`config.mk`:
```
export PLATFORM = sky130hd
export DESIGN_NAME = caller_allowlist_table
export DESIGN_NICKNAME = d
export VERILOG_FILES = /design/src/sv/cat_pkg.sv /design/src/sv/caller_allowlist_table.sv
export SDC_FILE = /design/constraint.sdc
export NUM_CORES = 1
export LEC_CHECK = 0
export BUFFER_PORTS_ARGS = -buffer_cell sky130_fd_sc_hd__buf_2
export CORE_ASPECT_RATIO = 1.1
export CORE_UTILIZATION = 28
export DETAILED_ROUTE_END_ITERATION = 6
export GPL_TIMING_DRIVEN = 0
export PLACE_DENSITY = 0.53
export SLEW_MARGIN = 40
export SYNTH_ARGS = -nofsm -noshare
export SYNTH_HDL_FRONTEND = slang
export SYNTH_SLANG_ARGS = --single-unit
```
`constraint.sdc`:
```
create_clock -name aclk -period 4.3 [get_ports aclk]
set_input_delay 0.86 -clock aclk [delete_from_list [all_inputs] [get_ports aclk]]
set_output_delay 0.86 -clock aclk [all_outputs]
set_load 0.02 [all_outputs]
```
`src/sv/cat_pkg.sv`:
```
// types and constants shared by the caller allow-list table
package cat_pkg;

    localparam int TABLE_ENTRIES = 8;
    localparam int IDX_W = (TABLE_ENTRIES > 1) ? $clog2(TABLE_ENTRIES) : 1;
    localparam logic [IDX_W-1:0] LAST_IDX = IDX_W'(TABLE_ENTRIES - 1);

    localparam int NUM_W = 32;
    localparam int S_TDATA_W = 40;
    localparam int M_TDATA_W = 8;

    typedef enum logic [1:0] {
        CMD_ADD    = 2'd0,
        CMD_REMOVE = 2'd1,
        CMD_CHECK  = 2'd2,
        CMD_CLEAR  = 2'd3
    } cmd_t;

    typedef enum logic [1:0] {
        STAT_OK       = 2'd0,
        STAT_NOT_INIT = 2'd1,
        STAT_INVALID  = 2'd2,
        STAT_FULL     = 2'd3
    } status_t;

    typedef enum logic [1:0] {
        S_IDLE = 2'b01,
        S_SCAN = 2'b10
    } state_t;

endpackage

```
`src/sv/caller_allowlist_table.sv`:
```
// allow-list table of 32-bit numbers with a one-slot-per-cycle scan sequencer
//
//  channel  | direction | beat fields (lsb up)              | handshake
//  ---------+-----------+-----------------------------------+---------------------
//  s_       | in        | cmd[1:0], number[33:2], pad       | s_tvalid / s_tready
//  m_       | out       | status[1:0], allowed[2], pad      | m_tvalid / m_tready
//  cfg_     | in        | initialized                       | cfg_we, no wait
//
// not initialised, clear and zero-number beats give their result in the cycle after
// acceptance; add, remove and check scan the table through one shared comparator,
// one slot per cycle.
// synchronous active-low reset frees every slot at once through per-slot valid bits.
// s_tready is low while a scan runs or while a result is held and not taken.
module caller_allowlist_table (
    input  logic                           aclk,
    input  logic                           aresetn,
    input  logic                           cfg_we,
    input  logic                           cfg_wdata,
    input  logic                           s_tvalid,
    output logic                           s_tready,
    input  logic [cat_pkg::S_TDATA_W-1:0]  s_tdata,   // cmd[1:0], number[33:2], zero pad
    output logic                           m_tvalid,
    input  logic                           m_tready,
    output logic [cat_pkg::M_TDATA_W-1:0]  m_tdata    // status[1:0], allowed[2], zero pad
);

    cat_pkg::state_t                   state_reg, state_next;
    logic [cat_pkg::IDX_W-1:0]         idx_reg, idx_next;
    cat_pkg::cmd_t                     cmd_reg, cmd_next;
    logic [cat_pkg::NUM_W-1:0]         num_reg, num_next;
    logic                              found_reg, found_next;
    logic                              used_reg, used_next;
    logic [cat_pkg::TABLE_ENTRIES-1:0] valid_reg, valid_next;
    logic [cat_pkg::NUM_W-1:0]         table_reg [cat_pkg::TABLE_ENTRIES];
    logic [cat_pkg::NUM_W-1:0]         rd_word_reg;
    logic                              init_reg;
    logic                              m_valid_reg, m_valid_next;
    cat_pkg::status_t                  m_status_reg, m_status_next;
    logic                              m_allowed_reg, m_allowed_next;

    logic                              accept;
    logic                              out_free;
    logic                              tbl_we;
    logic                              slot_used;
    logic                              slot_match;
    logic                              last_slot;
    cat_pkg::cmd_t                     s_cmd;
    logic [cat_pkg::NUM_W-1:0]         s_number;

    assign s_cmd    = cat_pkg::cmd_t'(s_tdata[1:0]);
    assign s_number = s_tdata[33:2];

    assign out_free = !m_valid_reg || m_tready;
    assign s_tready = (state_reg == cat_pkg::S_IDLE) && out_free;
    assign accept   = s_tvalid && s_tready;

    // shared compare unit on the slot under the scan pointer
    assign slot_used  = valid_reg[idx_reg];
    assign slot_match = slot_used && (rd_word_reg == num_reg);
    assign last_slot  = (idx_reg == cat_pkg::LAST_IDX);

    assign m_tvalid = m_valid_reg;
    assign m_tdata  = {5'd0, m_allowed_reg, m_status_reg};

    always_comb begin
        state_next     = state_reg;
        idx_next       = idx_reg;
        cmd_next       = cmd_reg;
        num_next       = num_reg;
        found_next     = found_reg;
        used_next      = used_reg;
        valid_next     = valid_reg;
        m_valid_next   = m_valid_reg;
        m_status_next  = m_status_reg;
        m_allowed_next = m_allowed_reg;
        tbl_we         = 1'b0;

        if (m_valid_reg && m_tready) begin
            m_valid_next = 1'b0;
        end

        case (state_reg)
            cat_pkg::S_IDLE: begin
                if (accept) begin
                    cmd_next       = s_cmd;
                    num_next       = s_number;
                    idx_next       = '0;
                    found_next     = 1'b0;
                    used_next      = 1'b0;
                    m_allowed_next = 1'b0;
                    if (!init_reg) begin
                        m_valid_next  = 1'b1;
                        m_status_next = cat_pkg::STAT_NOT_INIT;
                    end else if (s_cmd == cat_pkg::CMD_CLEAR) begin
                        valid_next    = '0;
                        m_valid_next  = 1'b1;
                        m_status_next = cat_pkg::STAT_OK;
                    end else if (s_number == '0) begin
                        m_valid_next  = 1'b1;
                        m_status_next = cat_pkg::STAT_INVALID;
                    end else begin
                        state_next = cat_pkg::S_SCAN;
                    end
                end
            end
            cat_pkg::S_SCAN: begin
                idx_next = idx_reg + 1'b1;
                case (cmd_reg)
                    cat_pkg::CMD_ADD: begin
                        if (!slot_used) begin
                            tbl_we              = 1'b1;
                            valid_next[idx_reg] = 1'b1;
                            m_valid_next        = 1'b1;
                            m_status_next       = cat_pkg::STAT_OK;
                            state_next          = cat_pkg::S_IDLE;
                        end else if (last_slot) begin
                            m_valid_next  = 1'b1;
                            m_status_next = cat_pkg::STAT_FULL;
                            state_next    = cat_pkg::S_IDLE;
                        end
                    end
                    cat_pkg::CMD_REMOVE: begin
                        if (slot_match || last_slot) begin
                            if (slot_match) begin
                                valid_next[idx_reg] = 1'b0;
                            end
                            m_valid_next  = 1'b1;
                            m_status_next = cat_pkg::STAT_OK;
                            state_next    = cat_pkg::S_IDLE;
                        end
                    end
                    default: begin
                        found_next = found_reg || slot_match;
                        used_next  = used_reg || slot_used;
                        if (last_slot) begin
                            m_valid_next   = 1'b1;
                            m_status_next  = cat_pkg::STAT_OK;
                            m_allowed_next = found_next || !used_next;
                            state_next     = cat_pkg::S_IDLE;
                        end
                    end
                endcase
            end
            default: begin
                state_next = cat_pkg::S_IDLE;
            end
        endcase
    end

    always_ff @(posedge aclk) begin
        if (!aresetn) begin
            state_reg   <= cat_pkg::S_IDLE;
            valid_reg   <= '0;
            init_reg    <= 1'b0;
            m_valid_reg <= 1'b0;
        end else begin
            state_reg   <= state_next;
            valid_reg   <= valid_next;
            m_valid_reg <= m_valid_next;
            if (cfg_we) begin
                init_reg <= cfg_wdata;
            end
        end
    end

    // the word under the next scan pointer is registered together with the pointer
    always_ff @(posedge aclk) begin
        idx_reg       <= idx_next;
        cmd_reg       <= cmd_next;
        num_reg       <= num_next;
        found_reg     <= found_next;
        used_reg      <= used_next;
        m_status_reg  <= m_status_next;
        m_allowed_reg <= m_allowed_next;
        rd_word_reg   <= table_reg[idx_next];
        if (tbl_we) begin
            table_reg[idx_reg] <= num_reg;
        end
    end

    // a refused beat answers not initialised on the next cycle
    a_not_init: assert property (@(posedge aclk) disable iff (!aresetn)
        accept && !init_reg |=> m_valid_reg && (m_status_reg == cat_pkg::STAT_NOT_INIT))
        else $error("refused beat did not report not initialised");

    // allowed is only ever set on an ok result
    a_allowed_ok: assert property (@(posedge aclk) disable iff (!aresetn)
        m_valid_reg && m_allowed_reg |-> (m_status_reg == cat_pkg::STAT_OK))
        else $error("allowed set with a non-ok status");

    // no result is held while a scan is running
    a_scan_out_free: assert property (@(posedge aclk) disable iff (!aresetn)
        (state_reg == cat_pkg::S_SCAN) |-> !m_valid_reg)
        else $error("result pending during scan");

    // a full report only follows an add that found every slot taken
    a_full: assert property (@(posedge aclk) disable iff (!aresetn)
        (state_reg == cat_pkg::S_SCAN) && (cmd_reg == cat_pkg::CMD_ADD) && slot_used
            && last_slot |=> (m_status_reg == cat_pkg::STAT_FULL) && (&valid_reg))
        else $error("table full reported with a free slot");

endmodule

```
==> out/qor.csv <==
metric,value,unit
rsz0062_at_grt,false,
synth_top_family_by_area,multiplexers,
place.gp.congestion,0.834,
grt_max_degree,33,
worstPathMaxFanout,10,
synthAdderAreaFrac,0.376,%
cts_tree,yes,
clock.fmax,302,MHz
status,"complete, no violations",
start_util,28.4,%
num_antenna_cells,0,
slowest_stage,nor4_4,
setup_viol,0,
setup_ws,0.986,ns
clk_pin_slew,0.06,ns
die_w,210,um
powerDensity,480,nW/um^2
grt_pass1_wl,45700,um
hold_buffers,0,
cts_root_buf,clkbuf_16,
cts_setup_buffers,0,
cts_sinks,342,
grt_pass1_vias,7085,
finalNetCount,859,
wl_per_cell,20.4,um
slew_headroom,45.3,%
largest_reg_flops,256,
area_delta_synth_final,20.2,%
period_needed,3.31,ns
drcViolationCount,0,
power.leakage,0.00521,uW
worst_pin_slew,0.814,ns
rows,83,
cp.arrival,3.48,ns
async_reset_ff_share,0,%
ir_drop,0.219,mV
first_iter_violations,586,
ys_ff_latch,342,
viasPerCell,4.63,
place_area,14800,um^2
clockBufferDepth,3,
core_area,46800,um^2
endpoint_kind,flop,
numCtsBuffers,35,
yosysSeqAreaShare,73.6,%
boundaryPins,56,
post_synth_xor_area_fraction,2.11,%
synth_edf_count,295,
avgSynthCellArea,19.1,um^2
yosys-top-cells-area,"edfxtp_1, mux4_2, dfxtp_1",
finalClockSkew,0.0200,ns
drv_cap,0,
synth_top_area_cell,edfxtp_1,
slew_violations,0,
start_kind,flop,
synth_area,13300,um^2
cp_data_required_time,4.47,ns
wl,30100,um
final_area,16000,um^2
die_y,231,um
crit_chain,xnor2_1 > nand4_1 > nor4_4 > a31oi_1 > clkbuf_1 > nor4_1,
die-area,48400,um^2
yosysUniqueCellTypes,52,
route.vias.total,6813,
antenna_found_initial,0,
clock_latency,0.53,ns
path_class,reg -> reg,
syn_inst,696,
hold_path_class,in -> reg,
grt_util_all_layers,12.7,%
crit_path_max_incr_delay,0.79,ns
dp_slack,0.880,ns
fillers,4440,
finalHoldViolations,0,
cts_resized,0,
yosysTopAreaCellShare,66.6,%
synthMuxAreaShare,13.8,%
postRouteAntennaNets,0,
port_buffers,44,
fin_crit_sh,77.1,%
grt_overflow,0,
synth-compound-area-share,2.05,%
ys.warnings.count,0,
dp_hpwl,19700,um
synth_flop_cell,edfxtp_1,
htreeDepth,2,
dr.pass1.iters,5,
drive_gt1_share,32.1,%
synthSimpleGateAreaFrac,6.07,%
## layout by cell type, fill, tap and decap left out, drive strengths merged, types with 4 or more instances in the layout
cell type,count
mux4,64
or4,10
nor4,13
clkinv,8
mux2,34
clkbuf,63
nor3,8
nor2b,6
nor2,15
edfxtp,295
xnor2,32
dfxtp,47
ha,4
nand3,20
conb,5
buf,95
nand2,10
and3,10
nand4,27
inv,12
o211ai,9
o21ai,5
a21boi,4
## through the flow
step / hold slack, ns / setup TNS, ns / std cells / total power (uW) / util (%)
2_1_floorplan: 0.481 / 0 / 700 / 4440 / -
3_3_place_gp: 0.515 / -346.83 / 1381 / 4660 / 30.6
3_5_place_dp: 0.516 / 0 / 1409 / 4680 / 31.6
4_1_cts: 0.502 / 0 / 1473 / 7780 / 34.2
5_1_grt: 0.507 / 0 / 1473 / 7960 / 34.2
6_report: 0.523 / 0 / 1473 / 7680 / 34.2
## cells in the mapped netlist (all sizes together) (5+ instances only)
master,n
mux2,34
dfxtp,47
xnor2,32
nor3,8
inv,11
o211ai,9
nor4,13
o21ai,5
nand3,20
or4,10
and3,10
buf,23
mux4,64
nor2,15
edfxtp,295
nand4,27
nand2,10
clkbuf,14
nor2b,6
## worst max-delay path: cells and delay by family (launching register included)
kind,cells,cell delay [ns]
and+or+nand+nor,3,1.52
DFF,1,0.52
xor gates and xnor gates,1,0.40
AOI/OAI and AO/OA,1,0.20
buffers and inverters,1,0.31
## layer usage
layer / wire, um / vias up / GRT usage [%]
met2: 15200 / 176 / 21.7
li1: - / 3052 / -
met3: 1100 / 42 / 1.86
met5: 0 / - / 0
met4: 525 / 0 / 3.26
met1: 13300 / 3543 / 16.8
## where the power goes
part	leakage (uW)	internal (uW)	switching [uW]	total [uW]
registers	0.00307	3720	97.0	3820
clock network	0.000575	1830	1260	3100
logic	0.00157	400	363	763
total	0.00521	5960	1720	7680
## final cells by class
class	count	area, um^2	area share, %
Multi-Input combinational cell	310	3320	20.7
Inverter	11	43.8	0.274
Clock buffer	49	1010	6.31
Timing Repair Buffer	72	634	3.96
Tap cell	637	797	4.98
Clock inverter	15	175	1.09
Buffer	37	223	1.39
Sequential cell	342	9800	61.2
## path summary, 6_finish.rpt
check,from,end,slack (ns),cells after the start
setup / recovery,num_reg[2],m_status_reg[1],0.99,6
hold / removal,s_tdata[11],num_reg[9],0.52,1
setup reg to reg,num_reg[2],m_status_reg[1],0.99,6
hold reg to reg,valid_reg[6],valid_reg[6],0.52,2
## cell families after synthesis
family | after synthesis
AND/OR/NAND/NOR | 133
buffers and inverters | 48
multiplexers | 99
adder cells (fa/ha/maj) | 4
flip-flops | 342
AO/OA/AOI/OAI | 37
XOR/XNOR | 32
other | 1
Power figures use the tool's default switching activity.
